--- src/rtl/cmdl_pkg.sv ---
`default_nettype none
package cmdl_pkg;

    localparam int LINE_BYTES = 42;
    localparam int POS_W      = $clog2(LINE_BYTES);

    localparam int KW_COUNT   = 7;
    localparam int KW_EXACT   = 5;
    localparam int KW_MAX_LEN = 18;
    localparam int KW_IDX_W   = $clog2(KW_MAX_LEN);

    localparam logic [KW_MAX_LEN*8-1:0] KW_TEXT [KW_COUNT] = '{
        "MEASUREMENT START",
        "MEASUREMENT STOP",
        "MEMORY ERASE",
        "MEMORY READ",
        "GET STATE",
        "SET RISING LEVEL ",
        "SET FALLING LEVEL "
    };

    localparam logic [POS_W-1:0] KW_LEN [KW_COUNT] = '{
        POS_W'(17), POS_W'(16), POS_W'(12), POS_W'(11),
        POS_W'(9), POS_W'(17), POS_W'(18)
    };

    localparam logic [7:0] CH_NUL   = 8'd0;
    localparam logic [7:0] CH_TAB   = 8'd9;
    localparam logic [7:0] CH_LF    = 8'd10;
    localparam logic [7:0] CH_VT    = 8'd11;
    localparam logic [7:0] CH_FF    = 8'd12;
    localparam logic [7:0] CH_CR    = 8'd13;
    localparam logic [7:0] CH_SPACE = 8'd32;
    localparam logic [7:0] CH_PLUS  = 8'd43;
    localparam logic [7:0] CH_MINUS = 8'd45;
    localparam logic [7:0] CH_ZERO  = 8'd48;
    localparam logic [7:0] CH_NINE  = 8'd57;

    localparam logic [31:0] ACC_LIMIT = 32'd429496729;
    localparam logic [3:0]  LAST_DIG  = 4'd5;

    typedef enum logic [2:0] {
        CMD_UNKNOWN     = 3'd0,
        CMD_MEAS_START  = 3'd1,
        CMD_MEAS_STOP   = 3'd2,
        CMD_MEM_ERASE   = 3'd3,
        CMD_MEM_READ    = 3'd4,
        CMD_STATE_QUERY = 3'd5,
        CMD_SET_RISING  = 3'd6,
        CMD_SET_FALLING = 3'd7
    } t_cmd;

    typedef enum logic [1:0] {
        PH_BLANK = 2'd0,
        PH_SIGN  = 2'd1,
        PH_DIGIT = 2'd2,
        PH_STOP  = 2'd3
    } t_num_phase;

    typedef struct packed {
        logic term;
        logic feed;
        logic restart;
        t_cmd exact_cmd;
        t_cmd prefix_cmd;
    } t_match_st;

endpackage
`default_nettype wire

--- src/rtl/cmdl_kw_match.sv ---
`default_nettype none
module cmdl_kw_match
    import cmdl_pkg::*;
(
    input  wire logic       i_clk,
    input  wire logic       i_rst_n,
    input  wire logic       i_en,
    input  wire logic [7:0] i_byte,
    output t_match_st       o_st
);

    logic [POS_W-1:0]    r_pos, n_pos;
    logic [KW_COUNT-1:0] r_flags, n_flags;
    logic                r_cut, n_cut;

    logic                term;
    logic                feed;
    logic                restart;
    t_cmd                exact_cmd;
    t_cmd                prefix_cmd;
    logic [KW_IDX_W-1:0] offs;
    logic [7:0]          kw_ch;

    always_ff @(posedge i_clk) begin
        if (!i_rst_n) begin
            r_pos   <= '0;
            r_flags <= '1;
            r_cut   <= 1'b0;
        end else begin
            r_pos   <= n_pos;
            r_flags <= n_flags;
            r_cut   <= n_cut;
        end
    end

    always_comb begin
        term       = (i_byte == CH_LF) || (i_byte == CH_CR);
        exact_cmd  = CMD_UNKNOWN;
        prefix_cmd = CMD_UNKNOWN;
        for (int k = KW_EXACT - 1; k >= 0; k--) begin
            if (r_flags[k] && (r_cut || r_pos == KW_LEN[k])) begin
                exact_cmd = t_cmd'(3'(k + 1));
            end
        end
        for (int k = KW_COUNT - 1; k >= KW_EXACT; k--) begin
            if (r_flags[k]) begin
                prefix_cmd = t_cmd'(3'(k + 1));
            end
        end
    end

    always_comb begin
        n_pos   = r_pos;
        n_flags = r_flags;
        n_cut   = r_cut;
        feed    = 1'b0;
        restart = 1'b0;
        offs    = '0;
        kw_ch   = '0;
        if (i_en) begin
            if (term) begin
                n_pos   = '0;
                restart = 1'b1;
            end else begin
                if (!r_cut) begin
                    if (i_byte == CH_NUL) begin
                        for (int k = 0; k < KW_COUNT; k++) begin
                            if ((k < KW_EXACT) ? (r_pos != KW_LEN[k])
                                               : (r_pos < KW_LEN[k])) begin
                                n_flags[k] = 1'b0;
                            end
                        end
                        n_cut = 1'b1;
                    end else begin
                        for (int k = 0; k < KW_COUNT; k++) begin
                            if (r_flags[k]) begin
                                if (r_pos < KW_LEN[k]) begin
                                    offs  = KW_IDX_W'(KW_LEN[k] - r_pos - POS_W'(1));
                                    kw_ch = KW_TEXT[k][{offs, 3'b000} +: 8];
                                    if (kw_ch != i_byte) begin
                                        n_flags[k] = 1'b0;
                                    end
                                end else if (k < KW_EXACT) begin
                                    n_flags[k] = 1'b0;
                                end else begin
                                    feed = 1'b1;
                                end
                            end
                        end
                    end
                end
                if (r_pos == POS_W'(LINE_BYTES - 1)) begin
                    n_pos   = '0;
                    restart = 1'b1;
                end else begin
                    n_pos = r_pos + POS_W'(1);
                end
            end
            if (restart) begin
                n_flags = '1;
                n_cut   = 1'b0;
            end
        end
    end

    always_comb begin
        o_st.term       = i_en && term;
        o_st.feed       = feed;
        o_st.restart    = restart;
        o_st.exact_cmd  = exact_cmd;
        o_st.prefix_cmd = prefix_cmd;
    end

endmodule
`default_nettype wire

--- src/rtl/cmdl_num_parse.sv ---
`default_nettype none
module cmdl_num_parse
    import cmdl_pkg::*;
(
    input  wire logic        i_clk,
    input  wire logic        i_rst_n,
    input  wire logic [7:0]  i_byte,
    input  wire logic        i_feed,
    input  wire logic        i_restart,
    input  wire logic        i_load,
    output logic             o_has_digit,
    output logic [31:0]      o_number
);

    t_num_phase  r_phase, n_phase;
    logic [31:0] r_acc, n_acc;
    logic        r_neg, n_neg;
    logic        r_ovf, n_ovf;
    logic        r_has, n_has;
    logic [31:0] r_last, n_last;

    logic        is_digit;
    logic [3:0]  dig;
    logic [31:0] value;

    always_ff @(posedge i_clk) begin
        if (!i_rst_n) begin
            r_phase <= PH_BLANK;
            r_acc   <= '0;
            r_neg   <= 1'b0;
            r_ovf   <= 1'b0;
            r_has   <= 1'b0;
            r_last  <= '0;
        end else begin
            r_phase <= n_phase;
            r_acc   <= n_acc;
            r_neg   <= n_neg;
            r_ovf   <= n_ovf;
            r_has   <= n_has;
            r_last  <= n_last;
        end
    end

    always_comb begin
        is_digit = (i_byte >= CH_ZERO) && (i_byte <= CH_NINE);
        dig      = 4'(i_byte - CH_ZERO);
        if (r_ovf) begin
            value = '1;
        end else if (r_neg) begin
            value = 32'd0 - r_acc;
        end else begin
            value = r_acc;
        end
    end

    always_comb begin
        n_phase = r_phase;
        n_acc   = r_acc;
        n_neg   = r_neg;
        n_ovf   = r_ovf;
        n_has   = r_has;
        if (i_restart) begin
            n_phase = PH_BLANK;
            n_acc   = '0;
            n_neg   = 1'b0;
            n_ovf   = 1'b0;
            n_has   = 1'b0;
        end else if (i_feed && r_phase != PH_STOP) begin
            if (is_digit) begin
                n_has   = 1'b1;
                n_phase = PH_DIGIT;
                if (!r_ovf) begin
                    if (r_acc > ACC_LIMIT || (r_acc == ACC_LIMIT && dig > LAST_DIG)) begin
                        n_ovf = 1'b1;
                    end else begin
                        n_acc = (r_acc << 3) + (r_acc << 1) + 32'(dig);
                    end
                end
            end else if (r_phase == PH_BLANK) begin
                case (i_byte)
                    CH_TAB, CH_VT, CH_FF, CH_SPACE: n_phase = PH_BLANK;
                    CH_PLUS:  n_phase = PH_SIGN;
                    CH_MINUS: begin
                        n_phase = PH_SIGN;
                        n_neg   = 1'b1;
                    end
                    default:  n_phase = PH_STOP;
                endcase
            end else begin
                n_phase = PH_STOP;
            end
        end
    end

    always_comb begin
        n_last      = i_load ? value : r_last;
        o_has_digit = r_has;
        o_number    = n_last;
    end

endmodule
`default_nettype wire

--- src/rtl/text_command_line_decoder.sv ---
`default_nettype none
// Text command line decoder.
// Slave channel (i_s_*): one received character per item in s_tdata[7:0].
// Master channel (o_m_*): one item per line terminator (LF or CR) with the
// command code in m_tdata[2:0] and the last decoded number in m_tdata[34:3].
// Other characters give no item; they advance the keyword matcher and the
// decimal argument parser.
// A terminator is accepted into the input register, decoded from there, and
// its item is driven on the master side from the result register.
// Throughput: one character per cycle unless the master side stalls, with
// an input register and a result register around the matcher.
// A result waiting on the master side does not block the next character;
// only when both the input register and the result register are full and
// the receiver stalls does s_tready drop.
// Reset (synchronous, active low) empties both registers, clears the line
// position, re-arms all keywords and sets the stored number to zero.
module text_command_line_decoder
    import cmdl_pkg::*;
(
    input  wire logic        i_clk,
    input  wire logic        i_rst_n,
    input  wire logic        i_s_tvalid,
    output logic             o_s_tready,
    input  wire logic [7:0]  i_s_tdata,   // [7:0] rx_byte
    output logic             o_m_tvalid,
    input  wire logic        i_m_tready,
    output logic [39:0]      o_m_tdata    // [2:0] command, [34:3] number, [39:35] zero
);

    logic        r_in_valid;
    logic [7:0]  r_in_byte;
    logic        r_out_valid;
    t_cmd        r_cmd;
    logic [31:0] r_num;

    logic        adv;
    logic        proc;
    logic        s_acc;
    logic        has_digit;
    logic        load;
    logic [31:0] number;
    t_cmd        n_cmd;
    t_match_st   mst;

    assign adv        = !r_out_valid || i_m_tready;
    assign proc       = r_in_valid && adv;
    assign o_s_tready = !r_in_valid || adv;
    assign s_acc      = i_s_tvalid && o_s_tready;

    cmdl_kw_match u_match (
        .i_clk   (i_clk),
        .i_rst_n (i_rst_n),
        .i_en    (proc),
        .i_byte  (r_in_byte),
        .o_st    (mst)
    );

    cmdl_num_parse u_num (
        .i_clk       (i_clk),
        .i_rst_n     (i_rst_n),
        .i_byte      (r_in_byte),
        .i_feed      (mst.feed),
        .i_restart   (mst.restart),
        .i_load      (load),
        .o_has_digit (has_digit),
        .o_number    (number)
    );

    always_comb begin
        load  = 1'b0;
        n_cmd = CMD_UNKNOWN;
        if (mst.exact_cmd != CMD_UNKNOWN) begin
            n_cmd = mst.exact_cmd;
        end else if (mst.prefix_cmd != CMD_UNKNOWN && has_digit) begin
            n_cmd = mst.prefix_cmd;
            load  = mst.term;
        end
    end

    always_ff @(posedge i_clk) begin
        if (!i_rst_n) begin
            r_in_valid  <= 1'b0;
            r_out_valid <= 1'b0;
        end else begin
            if (s_acc) begin
                r_in_valid <= 1'b1;
            end else if (proc) begin
                r_in_valid <= 1'b0;
            end
            if (adv) begin
                r_out_valid <= mst.term;
            end
        end
    end

    always_ff @(posedge i_clk) begin
        if (s_acc) begin
            r_in_byte <= i_s_tdata;
        end
        if (mst.term) begin
            r_cmd <= n_cmd;
            r_num <= number;
        end
    end

    assign o_m_tvalid = r_out_valid;
    assign o_m_tdata  = {5'b00000, r_num, r_cmd};

endmodule
`default_nettype wire

--- config.mk ---
export PLATFORM = sky130hd
export DESIGN_NAME = text_command_line_decoder
export DESIGN_NICKNAME = d
export VERILOG_FILES = /design/src/rtl/cmdl_pkg.sv /design/src/rtl/cmdl_kw_match.sv /design/src/rtl/cmdl_num_parse.sv /design/src/rtl/text_command_line_decoder.sv
export SDC_FILE = /design/constraint.sdc
export NUM_CORES = 1
export LEC_CHECK = 0
export BUFFER_PORTS_ARGS = -buffer_cell sky130_fd_sc_hd__buf_2
export CAP_MARGIN = 20
export CORE_ASPECT_RATIO = 0.8
export CORE_MARGIN = 1.5
export CORE_UTILIZATION = 30
export CTS_CLUSTER_DIAMETER = 100
export DETAILED_ROUTE_END_ITERATION = 16
export PLACE_DENSITY = 0.49
export REMOVE_ABC_BUFFERS = 1
export SYNTH_ARGS = -nofsm -noshare
export SYNTH_HDL_FRONTEND = slang
export SYNTH_SLANG_ARGS = --single-unit
--- constraint.sdc ---
create_clock -name i_clk -period 4.1 [get_ports i_clk]
set_input_delay 1.025 -clock i_clk [delete_from_list [all_inputs] [get_ports i_clk]]
set_output_delay 1.025 -clock i_clk [all_outputs]
set_load 0.02 [all_outputs]
==> flow_summary.yaml, run 1 <==
status:
  status: "finished, final reports clean"
synthesis:
  synth_area_per_cell_um2: 8.464
  ys_ff_latch: 128
  yosysMostFrequentCell: "nor2_1"
  syn-cell-area_mm2: 0.009903
  ys_seq_area_share_pct: 30.22
  yosys.area.top_type: "dfxtp_1"
  synth-edff-count: 43
  synth_area_leaders: "dfxtp_1 (17%), edfxtp_1 (13%), ha_1 (10%)"
  yosys-top-cells-count: "nor2_1 (113), nand2_1 (108), dfxtp_1 (85)"
  ys_types: 86
  yosysWarnings: 0
  synthCells: 1170
  synth_top_flop_cell: "dfxtp_1"
  synth_top_cell_area_share_pct: 17.18
  synthArstFlopShare_pct: 0
clock_network:
  clock_latency_ns: 0.43
  clkTransAtPathRegs_ns: 0.07
  post-cts-setup-buffer-count: 0
  cts_resized: 0
  h-tree-depth: 4
  cts_buffers: 17
  clockRootBuffer: "clkbuf_16"
  cts_hold_buffers: 0
  clock-sinks: 128
  clk_path_buf_depth: 2
  cts_tree: "built"
global_route:
  grt_util_met1_pct: 26.96
  grt_pass1_wl_mm: 45.25
  grt_remaining_overflow: 0
  first_global_vias: 7931
  grtUsageMet3_pct: 3.473
  use_met2_pct: 23.60
  track_usage_pct: 17.22
  busiest_layer: "met1"
  antenna_found_initial: 0
  grt_max_degree: 61
sta:
  worst_slack_ns: 0.4250
  timing.final.crit_share_pct: 89.63
  drv_slew: 0
  finalSetupViolCount: 0
  worst_pin_slew_ns: 0.8643
  hold_ws_ns: 0.4606
  clock-skew-final_ns: 0.01241
  slew_headroom_pct: 41.97
  hold_viol_final: 0
  clock.fmax_ghz: 0.2721
  rsz0062_at_grt: "no"
  setup_tns_ns: 0
  post-route-min-period_ns: 3.675
route:
  wl_mm: 28.25
  vias: 8584
  first_pass_iters: 5
  drt-vias-per-instance: 5.228
  drtIter0Drc: 666
  drc: 0
  post_drt_wl_per_cell_um: 17.21
  ant_nets: 0
critical_path:
  critPathLaunchType: "register"
  required_ns: 4.30
  crit_path_end_kind: "register"
  crit_arrival_ns: 3.87
  criticalPathCategory: "register to register"
  crit_fanout: 60
finish:
  final_area_mm2: 0.01109
  area_growth_pct: 11.96
  drive_gt1_share_pct: 12.18
  final_util_pct: 34.14
  antennaDiodeCount: 0
  final_cells: 1642
  finalNetCount: 1295
place:
  io_buffers: 48
  placed_cell_area_mm2: 0.01056
  dp.cells: 1610
  dpl.hpwl_mm: 20.60
  place.gp.congestion: 0.8714
  place_ws_ns: 0.4728
power:
  total_power_mw: 3.205
  vdd_drop_max_uv: 279.3
  p_per_area_mw_per_mm2: 289.0
  cellLeakagePower_nw: 4.474
floorplan:
  die_area_mm2: 0.03412
  io_pins: 54
  core_area_mm2: 0.03248
  die_h_um: 165.5
  die_w_um: 206.1
  initial_core_util_pct: 30.49
  rows: 59
min_path:
  worstHoldPathType: "register to register"
run:
  drv_cap: 0
==> placed cells by master, fill, tap and decap left out, types with 6 or more instances in the layout <==
cell       Yosys  routed
clkbuf_16      0      17
edfxtp_1      43      43
buf_4          6      33
and2_1        36      36
nand2b_1      17      17
a21oi_1       83      83
nor2b_1       12      12
nand3_1       27      27
inv_1         27      27
nor2_1       113     112
o31ai_1       13      13
o211ai_1      11      11
xor2_1        38      38
buf_2          7      48
nand2_1      108     108
o32ai_1        7       7
dfxtp_1       85      85
ha_1          79      79
nand4_1       18      18
o21ai_0       70      70
a31oi_1       17      17
nor3_1        27      27
a211oi_1      14      14
xnor2_1       73      73
a21o_1         8       8
mux2i_1       27      27
o21a_1        14      14
or3_1          7       6
o21ai_1       12      11
==> critical path: stages, from the launching register on <==
cell and delay [ns]:
dfxtp_1 0.65, inv_1 0.29, ha_1 0.40, and4b_1 0.26, o21ai_0 0.21, nand2_1 0.12
nor3b_2 0.20, o211ai_1 0.14, or3_2 0.42, buf_4 0.29, o21ai_0 0.42
==> registers in the layout (all words and copies together), names as in the netlist, 2 cells and up <==
| name | count |
|---|---|
| r_num | 32 |
| u_num.r_acc | 32 |
| u_num.r_last | 32 |
| r_in_byte | 8 |
| u_match.r_flags | 7 |
| u_match.r_pos | 6 |
| r_cmd | 3 |
| u_num.r_phase | 2 |
==> layer usage <==
metal / up-vias / wire (um)
met2: 237 / 11100
met1: 4058 / 15290
met4: 0 / 334
met5: - / 0
met3: 24 / 1532
li1: 4265 / -
==> cell type report <==
cell class,count,area (um2)
Fill cell,3452,21390
Multi-Input combinational cell,944,6419
Sequential cell,128,2993
Tap cell,427,534.3
Timing Repair Buffer,82,508.0
Clock buffer,19,432.9
Inverter,29,108.9
Clock inverter,13,92.59
==> worst paths after layout <==
kind / depth (start not counted) / start / slack [ns] / to
setup / recovery: 10 / u_match.r_pos[0]$_SDFFE_PN0P_ / 0.43 / r_num[1]$_DFFE_PP_
setup reg to reg: 10 / u_match.r_pos[0]$_SDFFE_PN0P_ / 0.43 / r_num[1]$_DFFE_PP_
hold reg to reg: 1 / u_match.r_flags[2]$_SDFFE_PN1P_ / 0.46 / u_match.r_flags[2]$_SDFFE_PN1P_
hold / removal: 1 / u_match.r_flags[2]$_SDFFE_PN1P_ / 0.46 / u_match.r_flags[2]$_SDFFE_PN1P_
==> cells by family (layout without fill, tap and decap cells) <==
family / Yosys count / after routing / synth area share, %
AO/OA/AOI/OAI: 291 / 291 / 18.35
XOR/XNOR: 111 / 111 / 9.817
adder cells (fa/ha/maj): 82 / 82 / 10.49
buffers and inverters: 102 / 143 / 5.319
flip-flops: 128 / 128 / 30.22
multiplexers: 36 / 36 / 4.207
other: 1 / 5 / 0.03787
AND/OR/NAND/NOR: 419 / 419 / 21.57
==> power by group <==
part	internal, mW	leakage [nW]	switching (mW)
clock network	0.770	0.247	0.615
logic	0.179	3.07	0.306
registers	1.32	1.16	0.0167
total	2.27	4.47	0.937
(Power assumes the default switching activity.)
==> run 2: changes to the inputs <==
--- a/config.mk
+++ b/config.mk
@@ -5,14 +5,14 @@
 export SDC_FILE = /design/constraint.sdc
 export NUM_CORES = 1
 export LEC_CHECK = 0
-export BUFFER_PORTS_ARGS = -buffer_cell sky130_fd_sc_hd__buf_2
 export CAP_MARGIN = 20
 export CORE_ASPECT_RATIO = 0.8
 export CORE_MARGIN = 1.5
 export CORE_UTILIZATION = 30
 export CTS_CLUSTER_DIAMETER = 100
 export DETAILED_ROUTE_END_ITERATION = 16
-export PLACE_DENSITY = 0.49
+export DONT_BUFFER_PORTS = 1
+export PLACE_DENSITY = 0.48
 export REMOVE_ABC_BUFFERS = 1
 export SYNTH_ARGS = -nofsm -noshare
 export SYNTH_HDL_FRONTEND = slang
==> run 2 against run 1 <==
Net effect:
- clock-buffer cell count is 1 lower
- total power increased by 2.7%
- clock power up 7%
- critical path depth up 1
- sequential share of layout area up 0.58 points
- routed wire length increased by 0.14%
- combinational power shrank 2%
- design area fell by 2.1%
- worst hold slack worse by 0.0084 ns
- core utilization down 0.71 points
- register-to-register slack about the same
- largest cell class unchanged
- largest power group unchanged
==> flow_summary.yaml, run 2 (synthesized netlist as in run 1, its figures left out) <==
sta:
  hold_viol_final: 0
  clock.fmax_ghz: 0.2719
  clock-skew-final_ns: 0.01373
  drv_slew: 0
  post-route-min-period_ns: 3.678
  slew_headroom_pct: 41.95
  timing.final.crit_share_pct: 89.70
  setup_tns_ns: 0
  worst_pin_slew_ns: 0.8645
  finalSetupViolCount: 0
  rsz0062_at_grt: "no"
clock_network:
  clock_latency_ns: 0.44
  clock-sinks: 128
  clkTransAtPathRegs_ns: 0.07
  cts_buffers: 17
  cts_resized: 0
  clk_path_buf_depth: 2
  cts_hold_buffers: 0
  h-tree-depth: 4
  clockRootBuffer: "clkbuf_16"
  post-cts-setup-buffer-count: 0
  cts_tree: "built"
route:
  drc: 0
  first_pass_iters: 5
  post_drt_wl_per_cell_um: 17.78
  vias: 8316
  drtIter0Drc: 677
  drt-vias-per-instance: 5.227
  wl_mm: 28.29
  ant_nets: 0
critical_path:
  r2r_slack_ns: 0.42
  crit_fanout: 60
  path_cells: "inv_1, ha_1, and4b_1, o21ai_0, nand2_1, nor3b_2, o211ai_1, or3_2, buf_4, mux2_2, and2_1"
  r2r_start: "u_match.r_pos[0]$_SDFFE_PN0P_"
  reg2reg_depth: 11
  critical_path.top_delay_family: "simple AND/OR/NAND/NOR gates"
  cp_slowest_cell: "dfxtp_1"
  crit_arrival_ns: 4.01
  critPathBufInv: 2
  required_ns: 4.43
  critPathLaunchType: "register"
  r2r-end: "u_num.r_last[18]$_SDFF_PN0_"
  max_stage_delay_ns: 0.66
  crit_path_end_kind: "register"
  criticalPathCategory: "register to register"
global_route:
  grt_max_degree: 61
  antenna_found_initial: 0
  grt_pass1_wl_mm: 45.02
  grt_remaining_overflow: 0
  first_global_vias: 7893
  track_usage_pct: 17.06
finish:
  largestRegisters: "r_num: 32 flops, u_num.r_acc: 32 flops, u_num.r_last: 32 flops"
  final_cell_mix: "nor2_1 (112), nand2_1 (108), dfxtp_1 (85)"
  drive_gt1_share_pct: 8.340
  finalNetCount: 1243
  final_common_cell: "nor2_1"
  final_area_mm2: 0.01086
  final_util_pct: 33.42
  fillers: 3451
  area_growth_pct: 9.628
power:
  p_per_area_mw_per_mm2: 303.1
  vdd_drop_max_uv: 261.1
  cellLeakagePower_nw: 4.230
status:
  status: "finished, final reports clean"
min_path:
  min-delay-start: "u_match.r_flags[2]$_SDFFE_PN1P_"
  min_to: "u_match.r_flags[2]$_SDFFE_PN1P_"
  hold_depth: 1
  worstHoldPathType: "register to register"
floorplan:
  initial_core_util_pct: 30.49
  core_area_mm2: 0.03248
  io_pins: 54
  die_area_mm2: 0.03412
  rows: 59
  die_h_um: 165.5
  die_w_um: 206.1
place:
  dpl.hpwl_mm: 20.58
  place.gp.congestion: 0.8529
  placed_cell_area_mm2: 0.01029
  io_buffers: 0
run:
  drv_cap: 0
## run 2: worst reg2reg max path: cells and delay by family, from the launching register on
kind	cells	cell delay (ns)
adders and majority gates	1	0.41
muxes	1	0.40
buffers and inverters	2	0.58
AOI/OAI and AO/OA	2	0.34
and+or+nand+nor	5	1.16
DFF	1	0.66
## run 2: metrics by stage
stage | std cells | power, mW | setup WS, ns | hold slack [ns]
finish | 1591 | 3.291 | 0.4223 | 0.4522
global route | 1590 | 3.431 | 0.1694 | 0.4679
CTS | 1590 | 3.319 | 0.4460 | 0.4509
detailed placement | 1558 | 1.826 | 0.4548 | 0.4344
global placement | 1558 | 1.824 | 0.5857 | 0.4323
floorplan | 1101 | 1.691 | 0.3130 | 0.4200
## run 2: cell type report
class	count	area [um2]	area share, %
Tap cell	427	534.3	4.921
Sequential cell	128	2993	27.57
Multi-Input combinational cell	944	6419	59.12
Inverter	29	108.9	1.003
Clock buffer	18	429.2	3.953
Antenna cell	1	2.502	0.02305
Clock inverter	14	132.6	1.222
Timing Repair Buffer	30	237.7	2.190
## run 2: metal layers
metal,up-vias,part of all wire [%],track usage (%)
met5,-,0,0
met4,0,2.1,5.270
met3,34,4.3,3.159
met2,186,39,23.69
met1,3932,54,26.02
li1,4164,-,-
## run 2: worst max-delay path by stage
stage          slack (ns)                            to                          start  cells after the start
2_1_floorplan        0.31           r_num[12]$_DFFE_PP_  u_match.r_pos[2]$_SDFFE_PN0P_                      9
3_3_place_gp         0.59  u_num.r_acc[31]$_SDFFE_PP0P_    u_num.r_acc[2]$_SDFFE_PP0P_                     11
3_5_place_dp         0.45   u_num.r_last[14]$_SDFF_PN0_  u_match.r_pos[0]$_SDFFE_PN0P_                     11
4_1_cts              0.45   u_num.r_last[14]$_SDFF_PN0_  u_match.r_pos[0]$_SDFFE_PN0P_                     11
5_1_grt              0.17    u_num.r_last[4]$_SDFF_PN0_  u_match.r_pos[0]$_SDFFE_PN0P_                     11
6_report             0.42   u_num.r_last[18]$_SDFF_PN0_  u_match.r_pos[0]$_SDFFE_PN0P_                     11
## run 2: power by group
part | total [mW] | internal (mW) | switching, mW
registers | 1.33 | 1.32 | 0.0159
logic | 0.473 | 0.173 | 0.300
clock network | 1.48 | 0.843 | 0.640
